**src/isk_pkg.sv**
```systemverilog
`timescale 1ns / 1ps
`default_nettype none
// ----------------------------------------------------------------------------
// isk_pkg
// Shared types and constants of the ini section key lookup block.
// ----------------------------------------------------------------------------
package isk_pkg;

  localparam int NAME_BYTES = 8;
  localparam int VALUE_MAX  = 63;
  localparam int NAME_W     = 64;
  localparam int LEN_W      = 4;
  localparam int OCC_W      = 8;
  localparam int VC_W       = $clog2(VALUE_MAX + 1);
  localparam int CFG_IDX_W  = 3;
  localparam int Q_DEPTH    = 4;
  localparam int Q_AW       = $clog2(Q_DEPTH);

  localparam logic [CFG_IDX_W-1:0] CFG_SECTION_NAME       = 3'd0;
  localparam logic [CFG_IDX_W-1:0] CFG_SECTION_LENGTH     = 3'd1;
  localparam logic [CFG_IDX_W-1:0] CFG_SECTION_OCCURRENCE = 3'd2;
  localparam logic [CFG_IDX_W-1:0] CFG_KEY_NAME           = 3'd3;
  localparam logic [CFG_IDX_W-1:0] CFG_KEY_LENGTH         = 3'd4;

  localparam logic [7:0] CH_LF  = 8'h0A;
  localparam logic [7:0] CH_CR  = 8'h0D;
  localparam logic [7:0] CH_EQ  = 8'h3D;
  localparam logic [7:0] CH_LBR = 8'h5B;
  localparam logic [7:0] CH_RBR = 8'h5D;

  typedef enum logic [2:0] {
    PH_START        = 3'd0,
    PH_HDR_SCAN     = 3'd1,
    PH_HDR_NAME     = 3'd2,
    PH_REGION_FIRST = 3'd3,
    PH_KEY_SCAN     = 3'd4,
    PH_KEY_NAME     = 3'd5,
    PH_VALUE        = 3'd6,
    PH_WAIT         = 3'd7
  } phase_e;

  // classified text word
  typedef struct packed {
    logic [7:0] text;
    logic       last;
    logic       is_brk;
    logic       is_lbr;
    logic       is_rbr;
    logic       is_eq;
  } item_t;

  typedef struct packed {
    logic [NAME_W-1:0] section_name;
    logic [LEN_W-1:0]  section_length;
    logic [OCC_W-1:0]  section_occurrence;
    logic [NAME_W-1:0] key_name;
    logic [LEN_W-1:0]  key_length;
  } cfg_t;

endpackage
`default_nettype wire

```
**src/isk_front.sv**
```systemverilog
`timescale 1ns / 1ps
`default_nettype none
// ----------------------------------------------------------------------------
// isk_front
// Input side: takes text words and tags the bytes that steer the search.
// ----------------------------------------------------------------------------
module isk_front (
  input  wire logic          in_valid_i,
  output logic               in_stall_o,
  input  wire logic [7:0]    text_byte_i,
  input  wire logic          stream_end_i,
  input  wire logic          q_full_i,
  output logic               push_o,
  output isk_pkg::item_t     item_o
);
  import isk_pkg::*;

  assign in_stall_o = q_full_i;
  assign push_o     = in_valid_i && !q_full_i;

  always_comb begin
    item_o.text   = text_byte_i;
    item_o.last   = stream_end_i;
    item_o.is_brk = (text_byte_i == CH_LF) || (text_byte_i == CH_CR);
    item_o.is_lbr = (text_byte_i == CH_LBR);
    item_o.is_rbr = (text_byte_i == CH_RBR);
    item_o.is_eq  = (text_byte_i == CH_EQ);
  end

endmodule
`default_nettype wire

```
**src/isk_queue.sv**
```systemverilog
`timescale 1ns / 1ps
`default_nettype none
// ----------------------------------------------------------------------------
// isk_queue
// Short word queue between the classifier and the search engine.
// ----------------------------------------------------------------------------
module isk_queue (
  input  wire logic            clk_i,
  input  wire logic            rst_ni,
  input  wire logic            push_i,
  input  wire isk_pkg::item_t  item_i,
  output logic                 full_o,
  input  wire logic            pop_i,
  output logic                 valid_o,
  output isk_pkg::item_t       item_o
);
  import isk_pkg::*;

  item_t            mem_q [Q_DEPTH];
  logic [Q_AW-1:0]  wr_ptr_q, wr_ptr_d;
  logic [Q_AW-1:0]  rd_ptr_q, rd_ptr_d;
  logic [Q_AW:0]    count_q, count_d;

  assign full_o  = (count_q == (Q_AW+1)'(Q_DEPTH));
  assign valid_o = (count_q != '0);
  assign item_o  = mem_q[rd_ptr_q];

  always_comb begin
    wr_ptr_d = wr_ptr_q + (push_i ? Q_AW'(1) : Q_AW'(0));
    rd_ptr_d = rd_ptr_q + (pop_i ? Q_AW'(1) : Q_AW'(0));
    count_d  = count_q + ((Q_AW+1)'(push_i)) - ((Q_AW+1)'(pop_i));
  end

  always_ff @(posedge clk_i or negedge rst_ni) begin
    if (!rst_ni) begin
      wr_ptr_q <= '0;
      rd_ptr_q <= '0;
      count_q  <= '0;
    end else begin
      wr_ptr_q <= wr_ptr_d;
      rd_ptr_q <= rd_ptr_d;
      count_q  <= count_d;
    end
  end

  always_ff @(posedge clk_i) begin
    if (push_i) begin
      mem_q[wr_ptr_q] <= item_i;
    end
  end

  a_count_range: assert property (@(posedge clk_i) disable iff (!rst_ni)
    count_q <= (Q_AW+1)'(Q_DEPTH))
    else $error("queue count beyond depth");
  a_no_pop_empty: assert property (@(posedge clk_i) disable iff (!rst_ni)
    pop_i |-> valid_o)
    else $error("pop from empty queue");
  a_no_push_full: assert property (@(posedge clk_i) disable iff (!rst_ni)
    push_i |-> !full_o)
    else $error("push into full queue");

endmodule
`default_nettype wire

```
**src/isk_back.sv**
```systemverilog
`timescale 1ns / 1ps
`default_nettype none
// ----------------------------------------------------------------------------
// isk_back
// Search engine: walks header, key and value phases one word per cycle when
// a word is queued and output is free, holding results in an output register.
// ----------------------------------------------------------------------------
module isk_back (
  input  wire logic            clk_i,
  input  wire logic            rst_ni,
  input  wire isk_pkg::cfg_t   cfg_i,
  input  wire logic            q_valid_i,
  input  wire isk_pkg::item_t  item_i,
  output logic                 pop_o,
  output logic                 out_valid_o,
  input  wire logic            out_stall_i,
  output logic [7:0]           value_byte_o,
  output logic                 byte_present_o,
  output logic                 lookup_done_o,
  output logic                 key_found_o
);
  import isk_pkg::*;

  phase_e            phase_q, phase_d;
  logic [LEN_W-1:0]  mpos_q, mpos_d;
  logic              mfail_q, mfail_d;
  logic              als_q, als_d;
  logic [OCC_W-1:0]  occ_q, occ_d;
  logic [VC_W-1:0]   vcnt_q, vcnt_d;

  logic              out_valid_q;
  logic [7:0]        out_byte_q;
  logic              out_present_q, out_done_q, out_found_q;

  logic              res_n;
  logic [7:0]        res_byte;
  logic              res_present, res_done, res_found;
  logic              do_key, vdone;
  logic [LEN_W-1:0]  slen, klen;
  logic [7:0]        sbyte, kbyte;

  assign pop_o = q_valid_i && (!out_valid_q || !out_stall_i);

  assign slen = (cfg_i.section_length > LEN_W'(NAME_BYTES)) ?
                LEN_W'(NAME_BYTES) : cfg_i.section_length;
  assign klen = (cfg_i.key_length > LEN_W'(NAME_BYTES)) ?
                LEN_W'(NAME_BYTES) : cfg_i.key_length;

  always_comb begin
    phase_d     = phase_q;
    mpos_d      = mpos_q;
    mfail_d     = mfail_q;
    als_d       = als_q;
    occ_d       = occ_q;
    vcnt_d      = vcnt_q;
    res_n       = 1'b0;
    res_byte    = '0;
    res_present = 1'b0;
    res_done    = 1'b0;
    res_found   = 1'b0;
    do_key      = 1'b0;
    vdone       = 1'b0;
    sbyte       = cfg_i.section_name[8*mpos_q[2:0] +: 8];
    kbyte       = '0;

    // first word of a stream
    if (phase_d == PH_START) begin
      occ_d   = cfg_i.section_occurrence;
      phase_d = PH_HDR_SCAN;
      als_d   = 1'b1;
      mfail_d = 1'b0;
    end

    case (phase_d)
      PH_HDR_SCAN: begin
        if (item_i.is_brk) begin
          als_d = 1'b1;
        end else if (als_d && item_i.is_lbr) begin
          phase_d = PH_HDR_NAME;
          mpos_d  = '0;
          als_d   = 1'b0;
        end else begin
          als_d = 1'b0;
        end
      end
      PH_HDR_NAME: begin
        if (item_i.is_brk) begin
          phase_d = PH_HDR_SCAN;
          als_d   = 1'b1;
        end else if (mpos_d < slen) begin
          if (item_i.text == sbyte) begin
            mpos_d = mpos_d + LEN_W'(1);
          end else begin
            phase_d = PH_HDR_SCAN;
            als_d   = 1'b0;
          end
        end else if (item_i.is_rbr) begin
          if (occ_d == '0) begin
            phase_d = PH_REGION_FIRST;
            als_d   = 1'b1;
          end else begin
            occ_d   = occ_d - OCC_W'(1);
            phase_d = PH_HDR_SCAN;
            als_d   = 1'b0;
          end
        end else begin
          phase_d = PH_HDR_SCAN;
          als_d   = 1'b0;
        end
      end
      PH_REGION_FIRST, PH_KEY_SCAN: begin
        if (item_i.is_brk) begin
          phase_d = PH_KEY_SCAN;
          als_d   = 1'b1;
        end else if (phase_d == PH_KEY_SCAN && !als_d) begin
          // rest of a non-matching line
        end else if (phase_d == PH_KEY_SCAN && item_i.is_lbr) begin
          phase_d = PH_WAIT;
          mfail_d = 1'b0;
        end else begin
          mpos_d = '0;
          do_key = 1'b1;
        end
      end
      PH_KEY_NAME: begin
        if (item_i.is_brk) begin
          phase_d = PH_KEY_SCAN;
          als_d   = 1'b1;
        end else begin
          do_key = 1'b1;
        end
      end
      PH_VALUE: begin
        if (item_i.is_brk) begin
          res_n     = 1'b1;
          res_done  = 1'b1;
          res_found = 1'b1;
          phase_d   = PH_WAIT;
          mfail_d   = 1'b1;
        end else begin
          vcnt_d      = vcnt_d + VC_W'(1);
          vdone       = (vcnt_d >= VC_W'(VALUE_MAX)) || item_i.last;
          res_n       = 1'b1;
          res_byte    = item_i.text;
          res_present = 1'b1;
          res_done    = vdone;
          res_found   = vdone;
          if (vdone) begin
            phase_d = PH_WAIT;
            mfail_d = 1'b1;
          end
        end
      end
      default: begin
      end
    endcase

    if (do_key) begin
      kbyte = cfg_i.key_name[8*mpos_d[2:0] +: 8];
      if (mpos_d < klen) begin
        if (item_i.text == kbyte) begin
          mpos_d  = mpos_d + LEN_W'(1);
          phase_d = PH_KEY_NAME;
        end else begin
          phase_d = PH_KEY_SCAN;
        end
        als_d = 1'b0;
      end else if (item_i.is_eq) begin
        phase_d = PH_VALUE;
        vcnt_d  = '0;
      end else begin
        phase_d = PH_KEY_SCAN;
        als_d   = 1'b0;
      end
    end

    if (item_i.last) begin
      if (!res_n) begin
        if (phase_d == PH_VALUE) begin
          res_n     = 1'b1;
          res_done  = 1'b1;
          res_found = 1'b1;
        end else if (!(phase_d == PH_WAIT && mfail_d)) begin
          res_n    = 1'b1;
          res_done = 1'b1;
        end
      end
      phase_d = PH_START;
      mpos_d  = '0;
      mfail_d = 1'b0;
      als_d   = 1'b1;
      vcnt_d  = '0;
    end
  end

  always_ff @(posedge clk_i or negedge rst_ni) begin
    if (!rst_ni) begin
      phase_q     <= PH_START;
      mpos_q      <= '0;
      mfail_q     <= 1'b0;
      als_q       <= 1'b1;
      occ_q       <= '0;
      vcnt_q      <= '0;
      out_valid_q <= 1'b0;
    end else begin
      if (pop_o) begin
        phase_q     <= phase_d;
        mpos_q      <= mpos_d;
        mfail_q     <= mfail_d;
        als_q       <= als_d;
        occ_q       <= occ_d;
        vcnt_q      <= vcnt_d;
        out_valid_q <= res_n;
      end else if (!out_stall_i) begin
        out_valid_q <= 1'b0;
      end
    end
  end

  always_ff @(posedge clk_i) begin
    if (pop_o && res_n) begin
      out_byte_q    <= res_byte;
      out_present_q <= res_present;
      out_done_q    <= res_done;
      out_found_q   <= res_found;
    end
  end

  assign out_valid_o    = out_valid_q;
  assign value_byte_o   = out_byte_q;
  assign byte_present_o = out_present_q;
  assign lookup_done_o  = out_done_q;
  assign key_found_o    = out_found_q;

  a_mpos_range: assert property (@(posedge clk_i) disable iff (!rst_ni)
    mpos_q <= LEN_W'(NAME_BYTES))
    else $error("match position beyond name length");
  a_vcnt_range: assert property (@(posedge clk_i) disable iff (!rst_ni)
    (phase_q == PH_VALUE) |-> (vcnt_q < VC_W'(VALUE_MAX)))
    else $error("value count reached limit without finishing");
  a_found_done: assert property (@(posedge clk_i) disable iff (!rst_ni)
    (out_valid_q && out_found_q) |-> out_done_q)
    else $error("found flagged without done");
  a_start_clean: assert property (@(posedge clk_i) disable iff (!rst_ni)
    (phase_q == PH_START) |-> (mpos_q == '0 && vcnt_q == '0 && als_q))
    else $error("stream start with stale match state");

endmodule
`default_nettype wire

```
**src/ini_section_key_lookup.sv**
```systemverilog
`timescale 1ns / 1ps
`default_nettype none
// ----------------------------------------------------------------------------
// ini_section_key_lookup
// Streams INI text and returns the value of one key within one section.
// ----------------------------------------------------------------------------
// One text byte is taken per clock while the queue has room. Each byte is
// classified on entry and passes a four-word queue to the search engine, which
// handles one byte per cycle unless stalled; its result word is held in an
// output register, so input keeps flowing while the output is stalled until
// the queue fills. Value bytes come out one per word, and the word that ends
// the value is flagged done and found; with no match, the final byte of the
// stream yields a single done word with found low. Registers must be written
// through the plain write port between streams; the block does not enforce it.
module ini_section_key_lookup (
  input  wire logic                               clk_i,
  input  wire logic                               rst_ni,
  input  wire logic                               cfg_we_i,
  input  wire logic [isk_pkg::CFG_IDX_W-1:0]      cfg_idx_i,
  input  wire logic [isk_pkg::NAME_W-1:0]         cfg_data_i,
  input  wire logic                               in_valid_i,
  output logic                                    in_stall_o,
  input  wire logic [7:0]                         text_byte_i,
  input  wire logic                               stream_end_i,
  output logic                                    out_valid_o,
  input  wire logic                               out_stall_i,
  output logic [7:0]                              value_byte_o,
  output logic                                    byte_present_o,
  output logic                                    lookup_done_o,
  output logic                                    key_found_o
);
  import isk_pkg::*;

  cfg_t   cfg_q;
  logic   push, pop, q_full, q_valid;
  item_t  front_item, q_item;

  always_ff @(posedge clk_i or negedge rst_ni) begin
    if (!rst_ni) begin
      cfg_q <= '0;
    end else if (cfg_we_i) begin
      case (cfg_idx_i)
        CFG_SECTION_NAME:       cfg_q.section_name       <= cfg_data_i;
        CFG_SECTION_LENGTH:     cfg_q.section_length     <= cfg_data_i[LEN_W-1:0];
        CFG_SECTION_OCCURRENCE: cfg_q.section_occurrence <= cfg_data_i[OCC_W-1:0];
        CFG_KEY_NAME:           cfg_q.key_name           <= cfg_data_i;
        CFG_KEY_LENGTH:         cfg_q.key_length         <= cfg_data_i[LEN_W-1:0];
        default: begin
        end
      endcase
    end
  end

  isk_front u_front (
    .in_valid_i   (in_valid_i),
    .in_stall_o   (in_stall_o),
    .text_byte_i  (text_byte_i),
    .stream_end_i (stream_end_i),
    .q_full_i     (q_full),
    .push_o       (push),
    .item_o       (front_item)
  );

  isk_queue u_queue (
    .clk_i   (clk_i),
    .rst_ni  (rst_ni),
    .push_i  (push),
    .item_i  (front_item),
    .full_o  (q_full),
    .pop_i   (pop),
    .valid_o (q_valid),
    .item_o  (q_item)
  );

  isk_back u_back (
    .clk_i          (clk_i),
    .rst_ni         (rst_ni),
    .cfg_i          (cfg_q),
    .q_valid_i      (q_valid),
    .item_i         (q_item),
    .pop_o          (pop),
    .out_valid_o    (out_valid_o),
    .out_stall_i    (out_stall_i),
    .value_byte_o   (value_byte_o),
    .byte_present_o (byte_present_o),
    .lookup_done_o  (lookup_done_o),
    .key_found_o    (key_found_o)
  );

endmodule
`default_nettype wire

```
**config.mk**
```make
export PLATFORM = sky130hd
export DESIGN_NAME = ini_section_key_lookup
export DESIGN_NICKNAME = d
export VERILOG_FILES = /design/src/isk_pkg.sv /design/src/isk_front.sv /design/src/isk_queue.sv /design/src/isk_back.sv /design/src/ini_section_key_lookup.sv
export SDC_FILE = /design/constraint.sdc
export NUM_CORES = 1
export LEC_CHECK = 0
export BUFFER_PORTS_ARGS = -buffer_cell sky130_fd_sc_hd__buf_2
export CORE_UTILIZATION = 55
export DETAILED_ROUTE_END_ITERATION = 10
export PLACE_DENSITY = 0.74
export SLEW_MARGIN = 40
export SYNTH_ARGS = -nofsm -noshare
export SYNTH_HDL_FRONTEND = slang
export SYNTH_HIERARCHICAL = 1
export SYNTH_SLANG_ARGS = --single-unit
```
**constraint.sdc**
```tcl
create_clock -name clk_i -period 10.25 [get_ports clk_i]
set_clock_uncertainty 0.2 [all_clocks]
set_input_delay 0 -clock clk_i [delete_from_list [all_inputs] [get_ports clk_i]]
set_output_delay 0 -clock clk_i [all_outputs]
set_load 0.1 [all_outputs]
```
==> results of run 1 <==
==> cell usage after synthesis, types with 5 or more instances <==
| cell type | n |
|---|---|
| dfrtp_1 | 174 |
| mux2_2 | 87 |
| edfxtp_1 | 63 |
| mux2_4 | 60 |
| nand2_1 | 47 |
| nor2_1 | 41 |
| o21ai_0 | 37 |
| nand3_1 | 34 |
| mux2i_1 | 31 |
| inv_1 | 21 |
| a21oi_1 | 19 |
| clkbuf_1 | 19 |
| xnor2_1 | 19 |
| buf_4 | 18 |
| ha_1 | 16 |
| nor3_1 | 14 |
| xor2_1 | 13 |
| mux4_1 | 12 |
| nand2b_1 | 12 |
| mux4_2 | 11 |
| a21o_1 | 8 |
| a22o_1 | 8 |
| buf_2 | 8 |
| nand4_1 | 8 |
| and3_1 | 7 |
| buf_6 | 7 |
| nor4_1 | 7 |
| o31ai_1 | 7 |
| buf_12 | 6 |
| nor3b_1 | 6 |
| or3_1 | 6 |
| a21boi_0 | 5 |
| a22oi_1 | 5 |
| and2_1 | 5 |
| nand3b_1 | 5 |
==> cell usage in the layout, fill, tap and decap left out, drive strengths merged, types with 19 or more instances in the layout <==
master,Yosys,layout
dfrtp,174,174
clkbuf,19,31
mux4,23,23
dlygate4sd3,0,85
mux2,147,147
nor2,41,41
o21ai,40,40
nand3,34,34
buf,39,101
xnor2,19,19
mux2i,31,31
a21oi,19,19
nand2,48,48
inv,22,26
edfxtp,63,63
==> logic make-up (layout without fill, tap and decap cells) <==
logic type,after synthesis,in the layout
flops,238,238
simple gates,219,219
mux,201,201
compound gates,138,138
buf+inv,80,254
xor+xnor,33,33
fa+ha+maj,17,17
==> flip-flops by register name (all words and copies together) (netlist names), 2 cells and up <==
name                 count
u_queue/wr_ptr_q         2
u_back/occ_q             8
u_back/phase_q           3
u_back/vcnt_q            6
u_back/mpos_q            4
u_queue/count_q          3
u_queue/rd_ptr_q         2
u_queue/mem_q           52
u_back/value_byte_o      8
cfg_q                  144
==> layer usage <==
metal,up-vias,global-route usage [%],wire [um]
li1,3767,-,-
met1,4195,38.0,13100
met2,319,44.2,14500
met3,56,3.02,1910
met4,0,8.15,812
met5,-,0,0
==> cell type report <==
type | instances | share of cell area (%)
clock buffer | 31 | 4.64
clock inverter | 15 | 0.841
inverter | 22 | 0.572
multi-input combinational | 608 | 38.3
sequential | 238 | 43.5
tap | 280 | 2.43
timing repair buffer | 186 | 9.80
==> where the power goes <==
group | internal (mW) | switching [mW]
registers | 1.21 | 0.186
logic | 0.498 | 0.729
clock network | 0.495 | 0.381
total | 2.21 | 1.30
==> worst register-to-register path: cells and delay by family (launching register included) <==
family | cells | cell delay [ns]
AND/OR/NAND/NOR | 3 | 0.70
flip-flops | 1 | 0.80
multiplexers | 2 | 0.80
XOR/XNOR | 1 | 0.17
adder cells (fa/ha/maj) | 1 | 0.42
AO/OA/AOI/OAI | 7 | 1.68
buffers and inverters | 2 | 0.76
==> worst max path at each step <==
stage / start / endpoint / slack (ns)
after global placement: u_back/mpos_q[0]$_DFFE_PN0P_ / u_back/value_byte_o[0]$_SDFFCE_PP0P_ / 4.11
final: u_back/mpos_q[0]$_DFFE_PN0P_ / u_back/byte_present_o$_SDFFCE_PN0P_ / 4.35
after detailed placement: u_back/mpos_q[0]$_DFFE_PN0P_ / u_back/value_byte_o[4]$_SDFFCE_PP0P_ / 4.13
after CTS: u_back/mpos_q[0]$_DFFE_PN0P_ / u_back/value_byte_o[2]$_SDFFCE_PP0P_ / 4.14
after global routing: u_back/mpos_q[0]$_DFFE_PN0P_ / u_back/vcnt_q[4]$_DFFE_PN0P_ / 3.97
after floorplan: u_queue/rd_ptr_q[0]$_DFF_PN0_ / u_back/byte_present_o$_SDFFCE_PN0P_ / 5.51
==> metrics by stage <==
stage / util, % / hold slack, ns
2_1_floorplan: - / -0.496
3_3_place_gp: 58.1 / -0.0562
3_5_place_dp: 58.3 / -0.125
4_1_cts: 65.9 / 0.0318
5_1_grt: 65.9 / 0.0514
6_report: 65.9 / 0.0418
==> results by group, run 1 <==
Synth
  – Mapped Nets: 1024
  – Synth cell types: 85
  – Sequential area share after synthesis: approximately half
  – Synth Register Bits: 238
  – Compound-Gate Fraction of Synth Area: under 10%
  – Top FF cell, synth: dfrtp_1
  – Post-Syn Area: around 12000 sq um
  – FFs w/ async S/R, synth: 73.5%
  – Mean Syn Cell Area: between 10 and 15 sq um
  – Largest area contributor in the netlist: dfrtp_1
  – Mux contribution to synthesized area: 22.4%
  – Synth top area share: around 35%
  – Synth Warn #: 6
  – Post-Synth XOR/XNOR Area: 2.47%
  – Post-Syn Instances: just over 900
  – Largest cells by area after synthesis: dfrtp_1, edfxtp_1, mux2_2, mux2_4, mux4_1
  – Post-Synth Adder-Cell Area: under 10%
  – Post-Synth Simple-Gate Area: slightly below 10%
  – Number of flops mapped to enable cells by yosys: between 60 and 70
  – Largest family of logic cells by synthesized area: multiplexers

Place
  – GP Congestion: 0.884
  – Placed Area: roughly 13000 sq um
  – Placed cell count: 1247
  – DP HPWL: around 20 mm
  – Pre-CTS setup slack: just over 4 ns
  – Port Buffers: between 90 and 100

Layout
  – Final instance area: 14400 sq um
  – N_diodes: 0
  – Layout cell share with drive strength beyond 1: 29.5%
  – Post-route non-filler standard cell count: approximately 1400
  – Area delta synth->final: 17.5%
  – Fillers: ~1600
  – Fin nets: roughly 1200
  – Register area: between 6000 and 7000 sq um
  – Multi-input logic area: roughly 5500 sq um

Worst hold path
  – Hold worst-path end: u_queue/mem_q[0][4]$_DFFE_PP_
  – Min-delay src: stream_end_i
  – Worst Hold Depth: 2
  – HP Class: input pin to register

Detailed routing
  – Final wirelength: between 30 and 40 mm
  – DRC violations left: 0
  – Total number of vias: around 8300
  – 1st-iter DRT viols: ~630
  – Drt first pass iters: 5
  – Final ANT Viol Nets: 0
  – Vias per Instance: around 6.0
  – Avg WL per Cell: ~22 um

Global route
  – Total track usage: between 20 and 30%
  – First-pass GRT wire length: 46.6 mm
  – Remaining Overflow, GRT: 0
  – Initial antenna violation count: 0
  – Number of global-route vias before repair: between 8000 and 9000
  – Largest net degree at the start of global routing: 93

Setup path
  – Critical path, cell by cell: buf_4, mux4_1, mux2i_1, xnor2_1, nand4_2, nor4_1, o21ba_2, inv_1, ha_1, a21o_1, a21oi_1, a21boi_1, o32ai_1, a21o_1, nor2_1, a21oi_2
  – WP depth: 16
  – Worst R2R Start: u_back/mpos_q[0]$_DFFE_PN0P_
  – Crit-path max cell delay: around 0.8 ns
  – Crit path max fanout: 17
  – Setup CP Type: register to register
  – CP arrival: about 5.9 ns
  – Worst Reg-to-Reg Cells: 16
  – CP startpoint kind: register
  – Crit path max-delay family: compound AO/OA/AOI/OAI gates
  – Most frequent CP cell: a21o_1
  – CP Data Required Time: about 10 ns
  – Slowest CP cell: dfrtp_1
  – CP Buf/Inv Count: 2
  – RR Endpoint: u_back/byte_present_o$_SDFFCE_PN0P_
  – Worst reg-to-reg setup slack: roughly 4.4 ns
  – Critical Path End Type: register

Die
  – Die W: 151 um
  – Die Y: about 150 um
  – IO Count: 94
  – Core Rows: 54
  – Core region area: 21900 sq um
  – Die area: approximately 23000 sq um
  – Initial Util: 56.1%

Run
  – Max Cap Violations: 0

Clocking
  – CTS Hold Bufs: 86
  – H-tree levels: 1
  – Num Clock Sinks: 238
  – Inserted Clock Buffers: 25
  – Reg clk slew, reported paths: 0.06 ns
  – CTS tree: done
  – Max clock buf depth: 3
  – Clk_lat worst skew: around 0.53 ns
  – Post-CTS Setup Bufs: 0
  – Cells resized by post-CTS repair: 0
  – Clk root buf: clkbuf_16

Timing
  – Fmax: 0.170 GHz
  – Tmin final: between 5 and 6 ns
  – Post-route setup slack: roughly 4.4 ns
  – Tcrit/Tclk final: 57.5%
  – Unrepaired setup endpoints after global routing: no
  – Final Max Tran Viols: 0
  – Final Hold Vio Count: 0
  – Rel. slew slack: a little under half
  – Final setup violation count: 0
  – Setup_tns: 0 ns
  – Worst Tran Pin Value: 0.810 ns

Power and ir drop
  – Peak VDD IR: about 0.13 mV
  – P per Cell Area: 243 nW/um^2
  – Final Total Pwr: roughly 3.5 mW
  – Leak pwr: a little over 6 nW

Outcome
  – Status: completed
No activity file was read; power rests on OpenSTA's default activity.
==> inputs of run 2 (changes only) <==
--- a/config.mk
+++ b/config.mk
@@ -5,6 +5,7 @@
 export SDC_FILE = /design/constraint.sdc
 export NUM_CORES = 1
 export LEC_CHECK = 0
+export ABC_AREA = 1
 export BUFFER_PORTS_ARGS = -buffer_cell sky130_fd_sc_hd__buf_2
 export CORE_UTILIZATION = 55
 export DETAILED_ROUTE_END_ITERATION = 10
==> constraint.sdc (replaced) <==
create_clock -name clk_i -period 5.7 [get_ports clk_i]
set_clock_uncertainty 0.2 [all_clocks]
set_input_delay 0 -clock clk_i [delete_from_list [all_inputs] [get_ports clk_i]]
set_output_delay 0 -clock clk_i [all_outputs]
set_load 0.1 [all_outputs]
==> run 2 against run 1 <==
- critical path depth is 11 higher
- via count is 38% higher
- clock power is 83% higher
- combinational power is 80% higher
- largest cell class unchanged
- synthesized area is 3.4% higher
==> results by group, run 2 <==
Setup path
  – CP Data Required Time: 5.68 ns (was 10.21 ns)
  – Crit-path max cell delay: 0.56 ns (was 0.80 ns)
  – CP startpoint kind: register (unchanged)
  – Setup CP Type: register to register (unchanged)
  – Crit path max fanout: 30 (was 17)
  – Most frequent CP cell: nand2_1 (was a21o_1)
  – Critical Path End Type: register (unchanged)
  – CP arrival: 5.01 ns (was 5.85 ns)
  – Slowest CP cell: o21ai_4 (was dfrtp_1)

Power and ir drop
  – Peak VDD IR: 0.352 mV (was 0.133 mV)
  – Leak pwr: 7.64 nW (was 6.06 nW)
  – Clock Power Share: 25.8% (was 25.0%)
  – Seq pwr share: 38.2% (was 40.0%)
  – Logic pwr share: 35.9% (was 35.0%)
  – NetSw: 2.47 mW (was 1.30 mW)
  – Power Internal: 3.71 mW (was 2.21 mW)
  – P per Cell Area: 416 nW/um^2 (was 243 nW/um^2)
  – Switching share of power: 40.0% (was 37.0%)
  – Final Total Pwr: 6.19 mW (was 3.50 mW)

Global route
  – Largest net degree at the start of global routing: 104 (was 93)
  – Initial antenna violation count: 0 (unchanged)
  – Total track usage: 30.6% (was 27.0%)
  – Remaining Overflow, GRT: 0 (unchanged)
  – First-pass GRT wire length: 57.0 mm (was 46.6 mm)
  – Number of global-route vias before repair: 10714 (was 8228)

Synth
  – Mapped Nets: 1745 (was 1024)
  – Number of flops mapped to enable cells by yosys: 63 (unchanged)
  – Synth Warn #: 6 (unchanged)
  – Top FF cell, synth: dfrtp_1 (unchanged)
  – Top-count cell post-synth: nand2_1 (was dfrtp_1)
  – Synth top area share: 34.3% (was 35.4%)
  – Largest cells by area after synthesis: dfrtp_1, nand2_1, edfxtp_1, nand3_1, inv_1 (was dfrtp_1, edfxtp_1, mux2_2, mux2_4, mux4_1)
  – Mean Syn Cell Area: 7.71 sq um (was 13.3 sq um)
  – Largest area contributor in the netlist: dfrtp_1 (unchanged)
  – Synth cell types: 48 (was 85)
  – FFs w/ async S/R, synth: 73.5% (unchanged)
  – Sequential area share after synthesis: 49.4% (was 51.1%)
  – Synth Register Bits: 238 (unchanged)
  – Post-Syn Instances: 1647 (was 926)
  – Post-Syn Area: 12700 sq um (was 12300 sq um)
  – Synth cell count leaders: nand2_1, nand3_1, dfrtp_1 (was dfrtp_1, mux2_2, edfxtp_1)

Clocking
  – CTS Hold Bufs: 89 (was 86)
  – H-tree levels: 1 (unchanged)
  – Reg clk slew, reported paths: 0.06 ns (about the same)
  – Post-CTS Setup Bufs: 0 (unchanged)
  – CTS tree: done (unchanged)
  – Clk_lat worst skew: 0.54 ns (was 0.53 ns)
  – Cells resized by post-CTS repair: 0 (unchanged)
  – Max clock buf depth: 3 (unchanged)
  – Num Clock Sinks: 238 (unchanged)
  – Clk root buf: clkbuf_16 (unchanged)
  – Inserted Clock Buffers: 26 (was 25)

Layout
  – Multi-input logic area: 5160 sq um (was 5520 sq um)
  – Area delta synth->final: 17.0% (was 17.5%)
  – Largest reg by FF count: cfg_q (unchanged)
  – Largest registers: cfg_q (144), u_queue/mem_q (52) (unchanged)
  – Fillers: 1931 (was 1596)
  – N_diodes: 0 (unchanged)
  – Register area: 6270 sq um (about the same)
  – Max FFs per register: 144 (unchanged)
  – Fin nets: 1895 (was 1179)
  – Commonest non-fill, non-tap cell in the layout: nand2_1 (was dfrtp_1)
  – Commonest non-fill, non-tap cells in the layout: nand2_1, nand3_1, dfrtp_1 (was dfrtp_1, buf_2, mux2_2)
  – Layout cell share with drive strength beyond 1: 11.5% (was 29.5%)

Timing
  – Fmax: 0.199 GHz (was 0.170 GHz)
  – Final Hold Vio Count: 0 (unchanged)
  – Hold_ws: 0.0153 ns (was 0.0418 ns)
  – Unrepaired setup endpoints after global routing: no (unchanged)
  – Post-route setup slack: 0.673 ns (was 4.35 ns)
  – Final Max Tran Viols: 0 (unchanged)
  – Tmin final: 5.03 ns (was 5.90 ns)
  – Worst Tran Pin Value: 0.768 ns (was 0.810 ns)
  – Tcrit/Tclk final: 88.2% (was 57.5%)
  – Rel. slew slack: 48.8% (was 46.0%)
  – Setup_tns: 0 ns (unchanged)
  – Final setup violation count: 0 (unchanged)

Detailed routing
  – Final wirelength: 35.7 mm (was 30.3 mm)
  – Drt first pass iters: 6 (was 5)
  – Vias per Instance: 5.49 (was 6.04)
  – DRC violations left: 0 (unchanged)
  – Avg WL per Cell: 17.0 um (was 22.0 um)
  – Final ANT Viol Nets: 0 (unchanged)
  – 1st-iter DRT viols: 1153 (was 632)
  – Total number of vias: 11534 (was 8337)

Die
  – Die Y: 154 um (was 151 um)
  – IO Count: 94 (unchanged)
  – Die area: 23700 sq um (was 22900 sq um)
  – Die W: 154 um (was 151 um)
  – Core region area: 22600 sq um (was 21900 sq um)
  – Core Rows: 55 (was 54)
  – Initial Util: 56.1% (about the same)

Place
  – Pre-CTS setup slack: 0.786 ns (was 4.13 ns)
  – Port Buffers: 93 (unchanged)
  – DP HPWL: 23.5 mm (was 20.3 mm)
  – GP Congestion: 0.957 (was 0.884)

Outcome
  – Status: completed (unchanged)

Worst hold path
  – HP Class: input pin to register (unchanged)

Run
  – Max Cap Violations: 0 (unchanged)
run 2: changes by cell type after synthesis, moves of 11 or more:
cell	before	now
nand2b_1	12	0
nand2_2	1	17
mux2_4	60	0
nand2_1	47	677
buf_2	8	24
inv_1	21	164
mux2i_1	31	0
mux4_2	11	0
xnor2_1	19	1
a21oi_1	19	8
nand3_1	34	252
inv_2	1	20
mux4_1	12	0
mux2_2	87	0
run 2: kinds of logic (layout without fill, tap and decap cells):
| logic type | after synthesis | after routing | share of synthesized area, % |
|---|---|---|---|
| AOI/OAI and AO/OA | 68 | 68 | 3.28 |
| xor gates and xnor gates | 14 | 14 | 0.965 |
| adders and majority gates | 17 | 17 | 1.73 |
| buffers and inverters | 270 | 438 | 9.98 |
| DFF | 238 | 238 | 49.4 |
| and+or+nand+nor | 1040 | 1040 | 34.7 |
run 2: power by group through the flow:
stage               Combinational [mW]  Sequential, mW  Clock (mW)
floorplan                         1.36            2.64           0
global placement                  2.08            2.38           0
detailed placement                2.14            2.39           0
CTS                               2.20            2.36        1.62
global route                      2.46            2.40        1.68
finish                            2.22            2.36        1.60
run 2: through the flow:
stage | instances | utilization [%] | area (sq um)
final | 2100 | 65.6 | 14900
after CTS | 2100 | 65.6 | 14900
after detailed placement | 1965 | 58.1 | 13100
after floorplan | 1647 | - | 12700
after global placement | 1965 | 58.0 | 13100
after global routing | 2100 | 65.6 | 14900
run 2: final timing paths:
path | end | from | slack, ns | cells past startpoint
worst max-delay path | u_back/value_byte_o[2]$_SDFFCE_PP0P_ | u_back/mpos_q[0]$_DFFE_PN0P_ | 0.67 | 27
worst min-delay path | cfg_q[24]$_DFFE_PN0P_ | cfg_data_i[20] | 0.02 | 4
worst max register to register | u_back/value_byte_o[2]$_SDFFCE_PP0P_ | u_back/mpos_q[0]$_DFFE_PN0P_ | 0.67 | 27
worst min register to register | cfg_q[75]$_DFFE_PN0P_ | cfg_q[75]$_DFFE_PN0P_ | 0.27 | 2
max in group asynchronous | cfg_q[6]$_DFFE_PN0P_ | rst_ni | 4.29 | 4
min in group asynchronous | u_back/als_q$_DFFE_PN1P_ | rst_ni | 0.38 | 3
run 2: worst max-delay path, delay by kind of cell, from the launching register on:
kind	cells	cell delay [ns]
buffers and inverters	3	0.92
AOI/OAI and AO/OA	3	0.75
and+or+nand+nor	20	1.88
DFF	1	0.55
adders and majority gates	1	0.34
run 2: metal layers:
metal | vias to the layer above | global-route usage (%) | share of wire (%)
met5 | - | 0 | 0
li1 | 5494 | - | -
met3 | 82 | 3.55 | 7.1
met2 | 520 | 49.5 | 46
met1 | 5438 | 43.2 | 43
met4 | 0 | 10.0 | 3.5
run 2: cell type report:
cell class	instances	area share [%]
clock inverters	6	0.446
inverters	189	4.84
multi-input cells	1139	34.8
clock buffers	40	4.94
well taps	285	2.40
flip-flops and latches	238	42.2
repair buffers	203	10.4
